### config.mk
export PLATFORM = sky130hd
export DESIGN_NAME = sfla_ctrl
export DESIGN_NICKNAME = d
export VERILOG_FILES = /design/src/rtl/core/sfla_pkg.sv /design/src/rtl/core/sfla_ctrl.sv
export SDC_FILE = /design/constraint.sdc
export NUM_CORES = 1
export LEC_CHECK = 0
export BUFFER_PORTS_ARGS = -buffer_cell sky130_fd_sc_hd__clkbuf_2
export CAP_MARGIN = 20
export CORE_MARGIN = 1
export CORE_UTILIZATION = 50
export DETAILED_ROUTE_END_ITERATION = 10
export PLACE_DENSITY = 0.89
export SYNTH_ARGS = -nofsm -noshare
export SYNTH_HDL_FRONTEND = slang
export SYNTH_SLANG_ARGS = --single-unit
### constraint.sdc
create_clock -name i_clk -period 1.6 [get_ports i_clk]
set_input_delay 0.32 -clock i_clk [delete_from_list [all_inputs] [get_ports i_clk]]
set_output_delay 0.32 -clock i_clk [all_outputs]
set_load 0.01 [all_outputs]
### src/rtl/core/sfla_pkg.sv
// Package with shared constants, codes and controller/datapath interface types.
`default_nettype none
package sfla_pkg;

    localparam int MAX_SLOTS = 1024;
    localparam int ID_W      = $clog2(MAX_SLOTS);
    localparam int CNT_W     = ID_W + 1;
    localparam int LINK_W    = 32;
    localparam int SLOT_ID_W = 10;
    localparam int ADDR_W    = 64;
    localparam int SB_W      = 16;
    localparam int SIU_W     = 11;
    localparam int PROD_W    = ID_W + SB_W;
    localparam int REQ_W     = 2;
    localparam int PADDR_W   = 5;
    localparam int PDATA_W   = 64;

    localparam logic [LINK_W-1:0] END_MARK = '1;

    typedef enum logic [REQ_W-1:0] {
        REQ_INIT  = 2'd0,
        REQ_ALLOC = 2'd1,
        REQ_FREE  = 2'd2,
        REQ_FIND  = 2'd3
    } t_req;

    typedef enum logic [2:0] {
        ST_OK      = 3'd0,
        ST_NOMEM   = 3'd1,
        ST_RANGE   = 3'd2,
        ST_CORRUPT = 3'd3,
        ST_CYCLE   = 3'd4,
        ST_NONE    = 3'd5
    } t_status;

    typedef enum logic [1:0] {
        REG_BASE_ADDR    = 2'd0,
        REG_SLOT_BYTES   = 2'd1,
        REG_SLOTS_IN_USE = 2'd2
    } t_reg_idx;

    typedef enum logic [3:0] {
        OP_NONE,
        OP_CHAIN,
        OP_ALLOC_GO,
        OP_POP,
        OP_FREE,
        OP_VCLR,
        OP_WALK_RD,
        OP_WALK_STEP,
        OP_SCAN_RD,
        OP_SCAN_HIT,
        OP_IDX_INC,
        OP_MUL,
        OP_RES_ADDR,
        OP_RES_ZERO
    } t_dp_op;

    typedef enum logic [3:0] {
        S_RST_FILL,
        S_IDLE,
        S_INIT,
        S_INIT_RES,
        S_ALLOC_CHK,
        S_ALLOC_POP,
        S_MUL,
        S_ADD,
        S_FREE,
        S_VCLR,
        S_WALK_ISSUE,
        S_WALK_CHK,
        S_SCAN_RD,
        S_SCAN_CHK
    } t_state;

    typedef struct packed {
        t_dp_op  op;
        t_status status;
        logic    full;
        logic    accept;
    } t_cmd;

    typedef struct packed {
        logic head_end;
        logic head_oor;
        logic link_corrupt;
        logic cur_stop;
        logic idx_last;
        logic vis_set;
    } t_sts;

endpackage
`default_nettype wire

### src/rtl/core/sfla_ctrl.sv
// Controller state machine that sequences requests through the datapath.
`default_nettype none
module sfla_ctrl (
    input  wire logic                       i_clk,
    input  wire logic                       i_rst_n,
    input  wire logic                       i_start,
    input  wire logic [sfla_pkg::REQ_W-1:0] i_req_type,
    input  wire sfla_pkg::t_sts             i_sts,
    output sfla_pkg::t_cmd                  o_cmd,
    output logic                            o_busy
);
    import sfla_pkg::*;

    t_state r_state;
    t_state n_state;

    always_ff @(posedge i_clk) begin
        if (!i_rst_n) begin
            r_state <= S_RST_FILL;
        end else begin
            r_state <= n_state;
        end
    end

    always_comb begin
        n_state = r_state;
        case (r_state)
            S_RST_FILL: begin
                if (i_sts.idx_last) n_state = S_IDLE;
            end
            S_IDLE: begin
                if (i_start) begin
                    case (t_req'(i_req_type))
                        REQ_INIT:  n_state = S_INIT;
                        REQ_ALLOC: n_state = S_ALLOC_CHK;
                        REQ_FREE:  n_state = S_FREE;
                        REQ_FIND:  n_state = S_VCLR;
                        default:   n_state = S_IDLE;
                    endcase
                end
            end
            S_INIT: begin
                if (i_sts.idx_last) n_state = S_INIT_RES;
            end
            S_INIT_RES: n_state = S_IDLE;
            S_ALLOC_CHK: begin
                if (i_sts.head_end || i_sts.head_oor) n_state = S_IDLE;
                else n_state = S_ALLOC_POP;
            end
            S_ALLOC_POP: begin
                if (i_sts.link_corrupt) n_state = S_IDLE;
                else n_state = S_MUL;
            end
            S_MUL: n_state = S_ADD;
            S_ADD: n_state = S_IDLE;
            S_FREE: n_state = S_IDLE;
            S_VCLR: begin
                if (i_sts.idx_last) n_state = S_WALK_ISSUE;
            end
            S_WALK_ISSUE: begin
                if (i_sts.cur_stop) n_state = S_SCAN_RD;
                else n_state = S_WALK_CHK;
            end
            S_WALK_CHK: begin
                if (i_sts.vis_set) n_state = S_IDLE;
                else n_state = S_WALK_ISSUE;
            end
            S_SCAN_RD: n_state = S_SCAN_CHK;
            S_SCAN_CHK: begin
                if (!i_sts.vis_set) n_state = S_MUL;
                else if (i_sts.idx_last) n_state = S_IDLE;
                else n_state = S_SCAN_RD;
            end
            default: n_state = S_IDLE;
        endcase
    end

    always_comb begin
        o_cmd        = '0;
        o_cmd.op     = OP_NONE;
        o_cmd.status = ST_OK;
        o_busy       = 1'b1;
        case (r_state)
            S_RST_FILL: begin
                o_cmd.op   = OP_CHAIN;
                o_cmd.full = 1'b1;
            end
            S_IDLE: begin
                o_busy       = 1'b0;
                o_cmd.accept = i_start;
            end
            S_INIT: o_cmd.op = OP_CHAIN;
            S_INIT_RES: o_cmd.op = OP_RES_ZERO;
            S_ALLOC_CHK: begin
                if (i_sts.head_end) begin
                    o_cmd.op     = OP_RES_ZERO;
                    o_cmd.status = ST_NOMEM;
                end else if (i_sts.head_oor) begin
                    o_cmd.op     = OP_RES_ZERO;
                    o_cmd.status = ST_RANGE;
                end else begin
                    o_cmd.op = OP_ALLOC_GO;
                end
            end
            S_ALLOC_POP: o_cmd.op = OP_POP;
            S_MUL: o_cmd.op = OP_MUL;
            S_ADD: o_cmd.op = OP_RES_ADDR;
            S_FREE: o_cmd.op = OP_FREE;
            S_VCLR: o_cmd.op = OP_VCLR;
            S_WALK_ISSUE: begin
                if (!i_sts.cur_stop) o_cmd.op = OP_WALK_RD;
            end
            S_WALK_CHK: begin
                if (i_sts.vis_set) begin
                    o_cmd.op     = OP_RES_ZERO;
                    o_cmd.status = ST_CYCLE;
                end else begin
                    o_cmd.op = OP_WALK_STEP;
                end
            end
            S_SCAN_RD: o_cmd.op = OP_SCAN_RD;
            S_SCAN_CHK: begin
                if (!i_sts.vis_set) begin
                    o_cmd.op = OP_SCAN_HIT;
                end else if (i_sts.idx_last) begin
                    o_cmd.op     = OP_RES_ZERO;
                    o_cmd.status = ST_NONE;
                end else begin
                    o_cmd.op = OP_IDX_INC;
                end
            end
            default: o_cmd.op = OP_NONE;
        endcase
    end

endmodule
`default_nettype wire

; Word-level counts from Yosys, hierarchy flattened
; Index checks and enable logic that the tools add are counted.
[word_totals]
output_inout_bits = 10
elab_cells = 53
reg_bits = 4
[classes]
muxes = 27
reduce_logical = 5
n_eq_ne = 20
[ops]
columns = cell, count
row1 = 4-bit one-hot mux with 12 select lines, 1
row2 = 4-bit one-hot mux with 11 select lines, 1
row3 = 4-bit two-way mux, 9
row4 = 3-bit two-way mux, 9
row5 = "4-bit equality test, second input constant", 6
row6 = "4-bit by 3-bit equality test with 1-bit output, second input constant", 4
row7 = 4-bit one-hot mux with 4 select lines, 1
row8 = 3-bit one-hot mux with 3 select lines, 1
row9 = "4-bit by 2-bit equality test with 1-bit output, second input constant", 2
row10 = "2-bit inequality test, second input constant", 4
row11 = 7-bit two-way mux, 1
row12 = "2-bit equality test, second input constant", 2
row13 = "4-bit by 1-bit equality test with 1-bit output, second input constant", 1
row14 = 4-bit logical NOT, 1
row15 = 4-bit AND reduction, 1
row16 = 1-bit two-way mux, 3
row17 = "2-bit by 1-bit equality test with 1-bit output, second input constant", 1
row18 = 2-bit logical NOT, 1
row19 = 2-bit two-way mux, 1
row20 = 2-bit OR reduction, 1
row21 = 1-bit logical OR, 1

; Logic depth before layout (Yosys ltp)
; Gate-level depths: netlist of the first run.
[depth]
depth_word = 4
ltp_mapped = 6

; Least setup slack after synthesis of the first run
; Ideal clock, no wire load.
[synth_timing]
path_kind = register to output
startpoint = register r_state[0]
endpoint = output o_cmd[3] (netlist bit)
path_stages_with_launch = 5
slack_ns = 0.045
n_path_buf = 2
t_required_ns = 1.280
arrival_ns = 1.235
cell_sequence = dfxtp_1 buf_6 or2_1 buf_6 nor4b_1
[synth_lines]
columns = element, line_no
row1 = start: declaration, sfla_ctrl.sv:14  ; t_state r_state;
row2 = start signal: assignment, sfla_ctrl.sv:21  ; r_state <= n_state;
row3 = end: declaration, sfla_ctrl.sv:9  ; output sfla_pkg::t_cmd o_cmd,

==> run summary, run 1 <==
Sink Count: 4
Proportion of synthesized area in mux cells: 6.32%
Pwr/cell area: 389 nW/um^2
Peak fanout along the critical path: 13
Post-Synth XOR/XNOR Area: 0%
Pin count of the biggest net entering global routing: 18
Placement-stage cell area: 867 sq um
Setup violators final: 9
Worst setup SP type: flop
H-tree depth: 1
Failing checks: setup timing
Placer Congestion: 1.03
R2R Path End: r_state[3]
Biggest register: r_state
Cell family with most CP delay: flip-flops
Standby leakage power: 0.465 nW
Global routing usage on met3: 3.98%
Most used routing layer: met2
Filler cells: 82
Post-synth EDFFs: 0
GRT overflow: 0
Initial antenna violation count: 0
Max_cap viols: 0
DIE HEIGHT: 39.8 microns
Worst setup EP type: primary output
Area added between synthesis and finish: 51.6%
Ys Warns: 0
Layout cells sized above 1: 46.9%
Met2 Track Usage GR: 65.6%
Yosys cell types: 39
Setup WS post-layout: -0.213 ns
Hpwl dp: 1780 microns
Cells on worst reg2reg path: 8
Max FFs per register: 4
GR Util met1: 49.2%
Complex-gate fraction of the synthesized area: 36.1%
Hold path start: i_rst_n
Slew Limit Headroom: 69.4%
Core footprint: 1320 sq um
Chip Width: 39.8 microns
DR WL/cell: 18.6 microns
Reg2Reg Setup Slack: -0.04 ns
TritonCTS clock tree: done
Row count: 13
Ports: 21
Status: complete, but fails checks
IO Port Bufs: 20
Crit path time final: 1.81 ns
Final Hold Vio Count: 0
Synth Area in Adders: 0%
CP Buf/Inv Count: 2
Initial DRT Pass Iterations: 5
Antenna-violating nets left: 0
CP max-delay cell: dfxtp_4
Worst skew pair latency: 0.26 ns
Largest family of logic cells by synthesized area: compound AO/OA/AOI/OAI gates
CP peak stage delay: 0.39 ns
Worst Path Required: 1.28 ns
Maximum root-to-sink buffer count: 2
Multi-input logic area: 601 sq um
Unrepaired setup endpoints after global routing: yes
Largest registers: r_state x4
Final wirelength: 3010 microns
TritonCTS buffer count: 3
Fin crit share: 113%
Proportion of synthesized chip area in sequential cells: 11.2%
Synth Instances: 109
Syn nets: 120
Slew @ Worst Pin: 0.458 ns
Die ar.: 1580 sq um
Hold Path End: r_state[1]
GRT Total Usage: 41.1%
Fmax: 552 MHz
Worst Path Arrival: 1.49 ns
First-pass GRT wire length: 4280 microns
CTS root buf: clkbuf_4
Simple-gate share of the synthesized area: 33.3%
Clock Skew: 0.0168 ns
DR vias: 1109
Final instance area: 1080 sq um
Hold depth: 2
Yosys reg bits: 4
Worst hold slack: 0.338 ns
Post-Syn Area per Cell: 6.54 sq um
Max IR drop VDD: 0.289 mV
Worst slack, placed: -0.0202 ns
DRC Markers: 0
Reg area: 95.1 sq um
WS Path Type: reg2out
R2R Path Start: r_state[2]
Reg clk slew, reported paths: 0.06 ns
Mapped Area: 713 sq um
Starting Density: 54.1%
Vias in the first global route: 954
Post-synth top flop: dfxtp_1
Initial DRC count: 108
Final net count: 160
Count of final max-slew check failures: 0
Min-Delay Path Class: in2reg
Cell Chain, Critical Path: buf_8 -> nand3b_1 -> nor2_1 -> a31oi_1 -> o211ai_1 -> buf_2
Ys async rst share: 0%
N_diodes: 0
Vias per cell: 6.85
[worst max path at each step]
stage	slack, ns	cells after the start	from	end
global placement	0.05	5	r_state[0]	o_cmd[7]
CTS	-0.13	5	r_state[3]	o_cmd[7]
floorplan	0.04	4	r_state[0]	o_cmd[3]
detailed placement	-0.02	5	r_state[0]	o_cmd[7]
finish	-0.21	6	r_state[1]	o_cmd[6]
global route	-0.31	6	r_state[1]	o_cmd[6]
[per-layer routing]
metal	vias to the layer above	part of all wire [%]
met1	473	36
met3	39	12
met4	0	8.5
li1	477	-
met2	120	44
met5	-	0
[cell usage in the layout, fill, tap and decap left out, types with 4 or more instances in the layout]
cell,instances
nand2_1,10
inv_1,4
nor2_1,7
buf_6,5
nand3_1,6
buf_2,6
a21oi_1,8
buf_4,21
clkbuf_2,14
dfxtp_4,4
o21ai_0,4
[layout make-up]
class,count,area share (%)
multi-input cells,89,55.6
repair buffers,47,30.4
flip-flops and latches,4,8.80
clock buffers,3,2.08
well taps,15,1.74
inverters,4,1.39
[where the power goes]
part | internal [mW] | switching (mW) | leakage [nW]
logic | 0.0708 | 0.0889 | 0.416
clock network | 0.0857 | 0.0665 | 0.0138
registers | 0.0988 | 0.0102 | 0.0355
total | 0.255 | 0.166 | 0.465
[per-stage QoR]
step | instances | total power [mW] | util, % | TNS (ns)
6_report | 162 | 0.421 | 82.1 | -0.913
3_5_place_dp | 147 | 0.245 | 65.8 | -0.0202
3_3_place_gp | 147 | 0.241 | 65.8 | 0
5_1_grt | 162 | 0.434 | 82.1 | -1.35
4_1_cts | 161 | 0.384 | 77.9 | -0.426
2_1_floorplan | 109 | 0.200 | - | 0
[logic make-up (layout without fill, tap and decap cells)]
logic type / Yosys count / count (layout)
and+or+nand+nor: 46 / 46
AOI/OAI and AO/OA: 39 / 39
buffers and inverters: 16 / 54
muxes: 4 / 4
DFF: 4 / 4
[Yosys cell counts, types with 3 or more instances]
cell type  instances  area [sq um]
a21oi_1           10          50.1
nand2_1           10          37.5
nor2_1             9          33.8
nand3_1            6          30.0
o21ai_0            6          30.0
buf_2              5          25.0
nor3_1             5          25.0
dfxtp_1            4          80.1
inv_1              4          15.0
o22ai_1            4          25.0
a31oi_1            3          18.8
buf_6              3          33.8
clkbuf_1           3          11.3
mux2i_1            3          30.0
nand2b_1           3          18.8
o21a_1             3          22.5
o21bai_1           3          22.5
[repair_timing]
action | CTS | global route
buffers inserted | 11 | 1
pin swaps | 7 | 5
hold buffers | 0 | 0
endpoints found under the hold margin | 0 | 0
resized for setup | 19 | 19
endpoints found under the setup margin | 10 | 10
Note: power is estimated with default switching activity, not from simulation.
==> run 2: changes to the inputs <==
- CORE_ASPECT_RATIO: not set -> 0.75
- CORE_UTILIZATION: 50 -> 25
- GPL_TIMING_DRIVEN: not set -> 0
- PLACE_DENSITY: 0.89 -> 0.56
==> run 2 against run 1 <==
  * The flow still finishes with violations (setup timing)
  * Die area rose by 94%
  * Power grew 18%
  * Combinational power increased by 12%
  * Count of clock-buffer cells in the layout did not move
  * Final cell count increased by 12%
==> run summary, run 2 (synthesis gave the netlist of run 1 again) <==
TritonCTS buffer count: 3 (unchanged)
Clock Skew: 0.00392 ns (-0.0129 ns)
Slew Limit Headroom: 69.2% (-0.21 points)
Pin count of the biggest net entering global routing: 11 (-7)
Initial DRT Pass Iterations: 4 (-1)
Worst slack, placed: -0.148 ns (-0.128 ns)
Fin util: 43.8% (-38 points)
Die ar.: 3070 sq um (+94%)
Setup violators final: 7 (-2)
Fmax: 575 MHz (+4.2%)
Initial antenna violation count: 0 (unchanged)
Maximum root-to-sink buffer count: 2 (unchanged)
Reg clk slew, reported paths: 0.03 ns (-0.03 ns)
Worst Path Arrival: 1.42 ns (-0.07 ns)
Antenna-violating nets left: 0 (unchanged)
TritonCTS clock tree: done
Placer Congestion: 0.917 (-11%)
GRT overflow: 0 (unchanged)
Max IR drop VDD: 0.423 mV (+46%)
Setup WS post-layout: -0.139 ns (+0.0734 ns)
Final Hold Vio Count: 0 (unchanged)
Inst Count DP: 163 (+11%)
Count of final max-slew check failures: 0 (unchanged)
DRC Markers: 0 (unchanged)
Area added between synthesis and finish: 63.3%
Peak fanout along the critical path: 7 (-6)
CTS root buf: clkbuf_8
First-pass GRT wire length: 4100 microns (-4.3%)
CP peak stage delay: 0.34 ns (-0.05 ns)
Row count: 16 (+3)
Initial DRC count: 94 (-13%)
Cell Chain, Critical Path: buf_6 -> and2b_2 -> a21oi_2 -> o22ai_2 -> a21oi_1 -> buf_2
Largest registers: r_state x4
Sink Count: 4 (unchanged)
Status: complete, but fails checks
Final net count: 159 (-0.63%)
Non-Filler Instances: 182 (+12%)
Pwr/cell area: 428 nW/um^2 (+9.9%)
Unrepaired setup endpoints after global routing: yes
Layout cells sized above 1: 49.3% (+2.4 points)
Setup TNS: -0.607 ns (+0.306 ns)
Chip Width: 63.7 microns (+60%)
Min-Delay Path Class: in2reg
DR vias: 1017 (-8.3%)
Vias in the first global route: 835 (-12%)
N_diodes: 0 (unchanged)
Most common cell after layout, fill and taps aside: buf_4
Worst Path Required: 1.28 ns (about the same)
Hold path start: i_rst_n
Max_cap viols: 0 (unchanged)
WS Path Type: reg2out
CP max-delay cell: dfxtp_4
R2R Path Start: r_state[2]
Standby leakage power: 0.477 nW (+2.5%)
Worst hold slack: 0.378 ns (+0.0404 ns)
IO Port Bufs: 18 (-10%)
Launch point of the worst path: r_state[2]
Slew @ Worst Pin: 0.463 ns (+0.00489 ns)
Ports: 21 (unchanged)
Worst setup EP type: primary output
Starting Density: 26.8% (-27 points)
Most frequent cells in the layout: 15 x buf_4, 10 x clkbuf_2, 9 x buf_6, 9 x nand2_1, 8 x buf_2
Max FFs per register: 4 (unchanged)
Vias per cell: 5.59 (-18%)
Crit path time final: 1.74 ns (-0.0734 ns)
Biggest register: r_state
GRT Total Usage: 17.8% (-23 points)
Final wirelength: 2800 microns (-7.1%)
Core footprint: 2660 sq um (+100%)
DR WL/cell: 15.4 microns (-17%)
DIE HEIGHT: 48.3 microns (+21%)
Fin crit share: 109% (-4.6 points)
Worst setup SP type: flop
Failing checks: setup timing
Worst skew pair latency: 0.22 ns (-0.04 ns)
Hpwl dp: 1780 microns (+0.12%)
H-tree depth: 1 (unchanged)
-- run 2: cell types whose count changed in the layout (fill, tap and decap cells not counted), sizes merged --
cell,previous run,this run
clkbuf,17,16
-- run 2: critical path: cells and delay by family (launching register included) --
kind                   cells  cell delay [ns]
AOI/OAI and AO/OA          3             0.37
buffers and inverters      2             0.27
DFF                        1             0.34
and+or+nand+nor            1             0.22
-- run 2: layout make-up --
cell class | count | area [sq um]
flip-flops and latches | 4 | 95.1
clock buffers | 3 | 41.3
inverters | 4 | 15.0
repair buffers | 37 | 255
fillers | 273 | 1500
multi-input cells | 89 | 634
plain buffers | 9 | 78.8
well taps | 36 | 45.0
-- run 2: routing by layer --
metal	part of all wire [%]	vias up	global-route usage, %
met5	0	-	0
met1	44	469	24.9
li1	-	479	-
met4	0.75	0	2.73
met3	9.4	4	3.50
met2	45	65	29.4
-- run 2: timing repair --
item | in CTS | in global routing
hold buffers | 0 | 0
buffers inserted | 8 | 11
gates resized for setup | 19 | 39
endpoints found under the setup margin | 9 | 9
pin swaps | 8 | 14
-- run 2: final timing paths --
check | to | slack (ns) | cells past startpoint
max | o_cmd[5] | -0.14 | 6
min | r_state[0] | 0.38 | 3
max reg2reg | r_state[2] | 0.03 | 7
min reg2reg | r_state[3] | 0.77 | 3
-- run 2: power by group --
group	switching [mW]	internal, mW
sequential	0.00617	0.0994
clock	0.0532	0.160
combinational	0.0972	0.0818
total	0.157	0.342
-- run 2: through the flow --
| step | area [sq um] | total power [mW] |
|---|---|---|
| after floorplan | 713 | 0.200 |
| after global placement | 848 | 0.247 |
| after detailed placement | 848 | 0.247 |
| after CTS | 1000 | 0.488 |
| after global routing | 1160 | 0.522 |
| final | 1160 | 0.498 |
==> run 3: changes to the inputs <==
- REMOVE_ABC_BUFFERS: not set -> 1
==> run 3 against run 2 <==
  * The run still ends with setup timing left
  * Non-clock buffer count is 2 higher
  * Register-to-register slack better by 0.06 ns
  * Utilization rose by 1.1 points
  * Final cell count grew 1.1%
  * Wire length up 1.7%
  * Largest cell class unchanged
  * Worst hold slack got worse by 0.011 ns
  * Fmax grew 2.0%
  * Via count is 1.9% higher
==> run summary, run 3 (synthesis gave the netlist of run 1 again) <==
Failing checks: setup timing
Top Metal Used: met4
Peak fanout along the critical path: 7 (unchanged)
CP peak stage delay: 0.36 ns (+0.02 ns)
Fin crit share: 107% (-2.1 points)
Biggest register: r_state
Fmax: 586 MHz (+2.0%)
Ports: 21 (unchanged)
N_diodes: 0 (unchanged)
Final Hold Vio Count: 0 (unchanged)
Most frequent cells in the layout: 22 x buf_4, 11 x clkbuf_2, 9 x buf_2
Final net count: 161 (+1.3%)
Crit path time final: 1.71 ns (-0.0336 ns)
DR WL/cell: 15.5 microns (+0.58%)
IO Port Bufs: 20 (+2)
Sink Count: 4 (unchanged)
TritonCTS buffer count: 3 (unchanged)
Max_cap viols: 0 (unchanged)
Met2 wire length: 1390 microns (+9.0%)
Standby leakage power: 0.496 nW (+4.0%)
Setup WS post-layout: -0.106 ns (+0.0336 ns)
Slew @ Worst Pin: 0.373 ns (-0.0898 ns)
Non-Filler Instances: 184 (+1.1%)
Reg clk slew, reported paths: 0.03 ns (about the same)
Row count: 16 (unchanged)
Clock Skew: 0.00303 ns (-0.000895 ns)
Max FFs per register: 4 (unchanged)
Slew Limit Headroom: 75.1% (+6.0 points)
Worst Path Arrival: 1.39 ns (-0.03 ns)
Pin count of the biggest net entering global routing: 14 (+3)
Core footprint: 2660 sq um (unchanged)
Placer Congestion: 0.901 (-1.8%)
Metal1 wirelength: 1170 microns (-5.6%)
Worst hold slack: 0.367 ns (-0.0113 ns)
CTS root buf: clkbuf_8
Hpwl dp: 1460 microns (-18%)
Post-CTS Hold Buffers: 0 (unchanged)
Worst setup SP type: flop
Unrepaired setup endpoints after global routing: yes
Count of final max-slew check failures: 0 (unchanged)
DRC Markers: 0 (unchanged)
First-pass GRT wire length: 4290 microns (+4.7%)
Wire length on met3: 235 microns (-11%)
DIE HEIGHT: 48.3 microns (unchanged)
Area added between synthesis and finish: 67.5%
TritonCTS clock tree: done
CP max-delay cell: dfxtp_4
Setup TNS: -0.187 ns (+0.420 ns)
Initial DRC count: 38 (-60%)
Largest registers: r_state x4
DR vias: 1036 (+1.9%)
GRT overflow: 0 (unchanged)
Setup violators final: 3 (-4)
Antenna-violating nets left: 0 (unchanged)
Most common cell after layout, fill and taps aside: buf_4
Worst Path Required: 1.28 ns (about the same)
Initial antenna violation count: 0 (unchanged)
Vias in the first global route: 899 (+7.7%)
Layout cells sized above 1: 53.4% (+4.1 points)
GRT Total Usage: 18.5% (+0.66 points)
Maximum root-to-sink buffer count: 2 (unchanged)
Initial DRT Pass Iterations: 4 (unchanged)
H-tree depth: 1 (unchanged)
Min-Delay Path Class: in2reg
Cell Chain, Critical Path: buf_4 -> nand2b_4 -> nor3_2 -> o21ai_1 -> o211ai_1 -> buf_2
Die ar.: 3070 sq um (unchanged)
Worst skew pair latency: 0.22 ns (about the same)
Starting Density: 26.8% (unchanged)
Final wirelength: 2840 microns (+1.7%)
WS Path Type: reg2out
Vias per cell: 5.63 (+0.76%)
Max IR drop VDD: 0.255 mV (-40%)
Chip Width: 63.7 microns (unchanged)
Status: complete, but fails checks
Inst Count DP: 153 (-6.1%)
Worst setup EP type: primary output
Pwr/cell area: 423 nW/um^2 (-1.1%)
-- run 3: changes by cell type in the layout (fill, tap and decap cells not counted), moves of 2 or more --
cell / delta
buf_4: +7
buf_6: -5
buf_12: +2
clkbuf_1: -2
-- run 3: report_power, final --
group,switching [mW],internal [mW],total (mW)
clock,0.0542,0.161,0.215
combinational,0.0980,0.0861,0.184
sequential,0.00697,0.0994,0.106
-- run 3: final cells by class --
class	count	area, sq um
timing repair buffer	48	350
fill	263	1470
multi-input combinational	89	648
sequential	4	95.1
inverter	4	15.0
tap	36	45.0
clock buffer	3	41.3
-- run 3: what timing repair did --
action | CTS | global route
pin swaps | 6 | 11
hold endpoints to repair | 0 | 0
setup buffers | 21 | 7
setup endpoints to repair | 14 | 12
resized for setup | 27 | 22
-- run 3: metal layers --
layer	vias up	GRT usage, %
met5	-	0
met4	0	4.55
met3	8	5.14
met2	63	31.7
met1	489	23.6
li1	476	-
-- run 3: final timing paths --
| kind | startpoint | to | slack [ns] | depth (start not counted) |
|---|---|---|---|---|
| worst max-delay path | r_state[1] | o_cmd[7] | -0.11 | 6 |
| worst min-delay path | i_rst_n | r_state[1] | 0.37 | 2 |
| worst max register to register | r_state[3] | r_state[1] | 0.09 | 6 |
| worst min register to register | r_state[0] | r_state[3] | 0.65 | 2 |
-- run 3: through the flow --
stage / total power, mW / util (%) / setup WS [ns] / cell area [sq um]
final: 0.505 / 44.9 / -0.106 / 1190
after CTS: 0.481 / 40.7 / -0.0615 / 1080
after floorplan: 0.179 / - / -0.0619 / 636
after global placement: 0.227 / 29.3 / -0.530 / 781
after detailed placement: 0.228 / 29.3 / -0.525 / 781
after global routing: 0.540 / 44.9 / -0.186 / 1190
-- run 3: worst max-delay path: cells and delay by family (launching register included) --
kind | cells | cell delay, ns
AND/OR/NAND/NOR | 2 | 0.15
AO/OA/AOI/OAI | 2 | 0.35
flip-flops | 1 | 0.36
buffers and inverters | 2 | 0.30
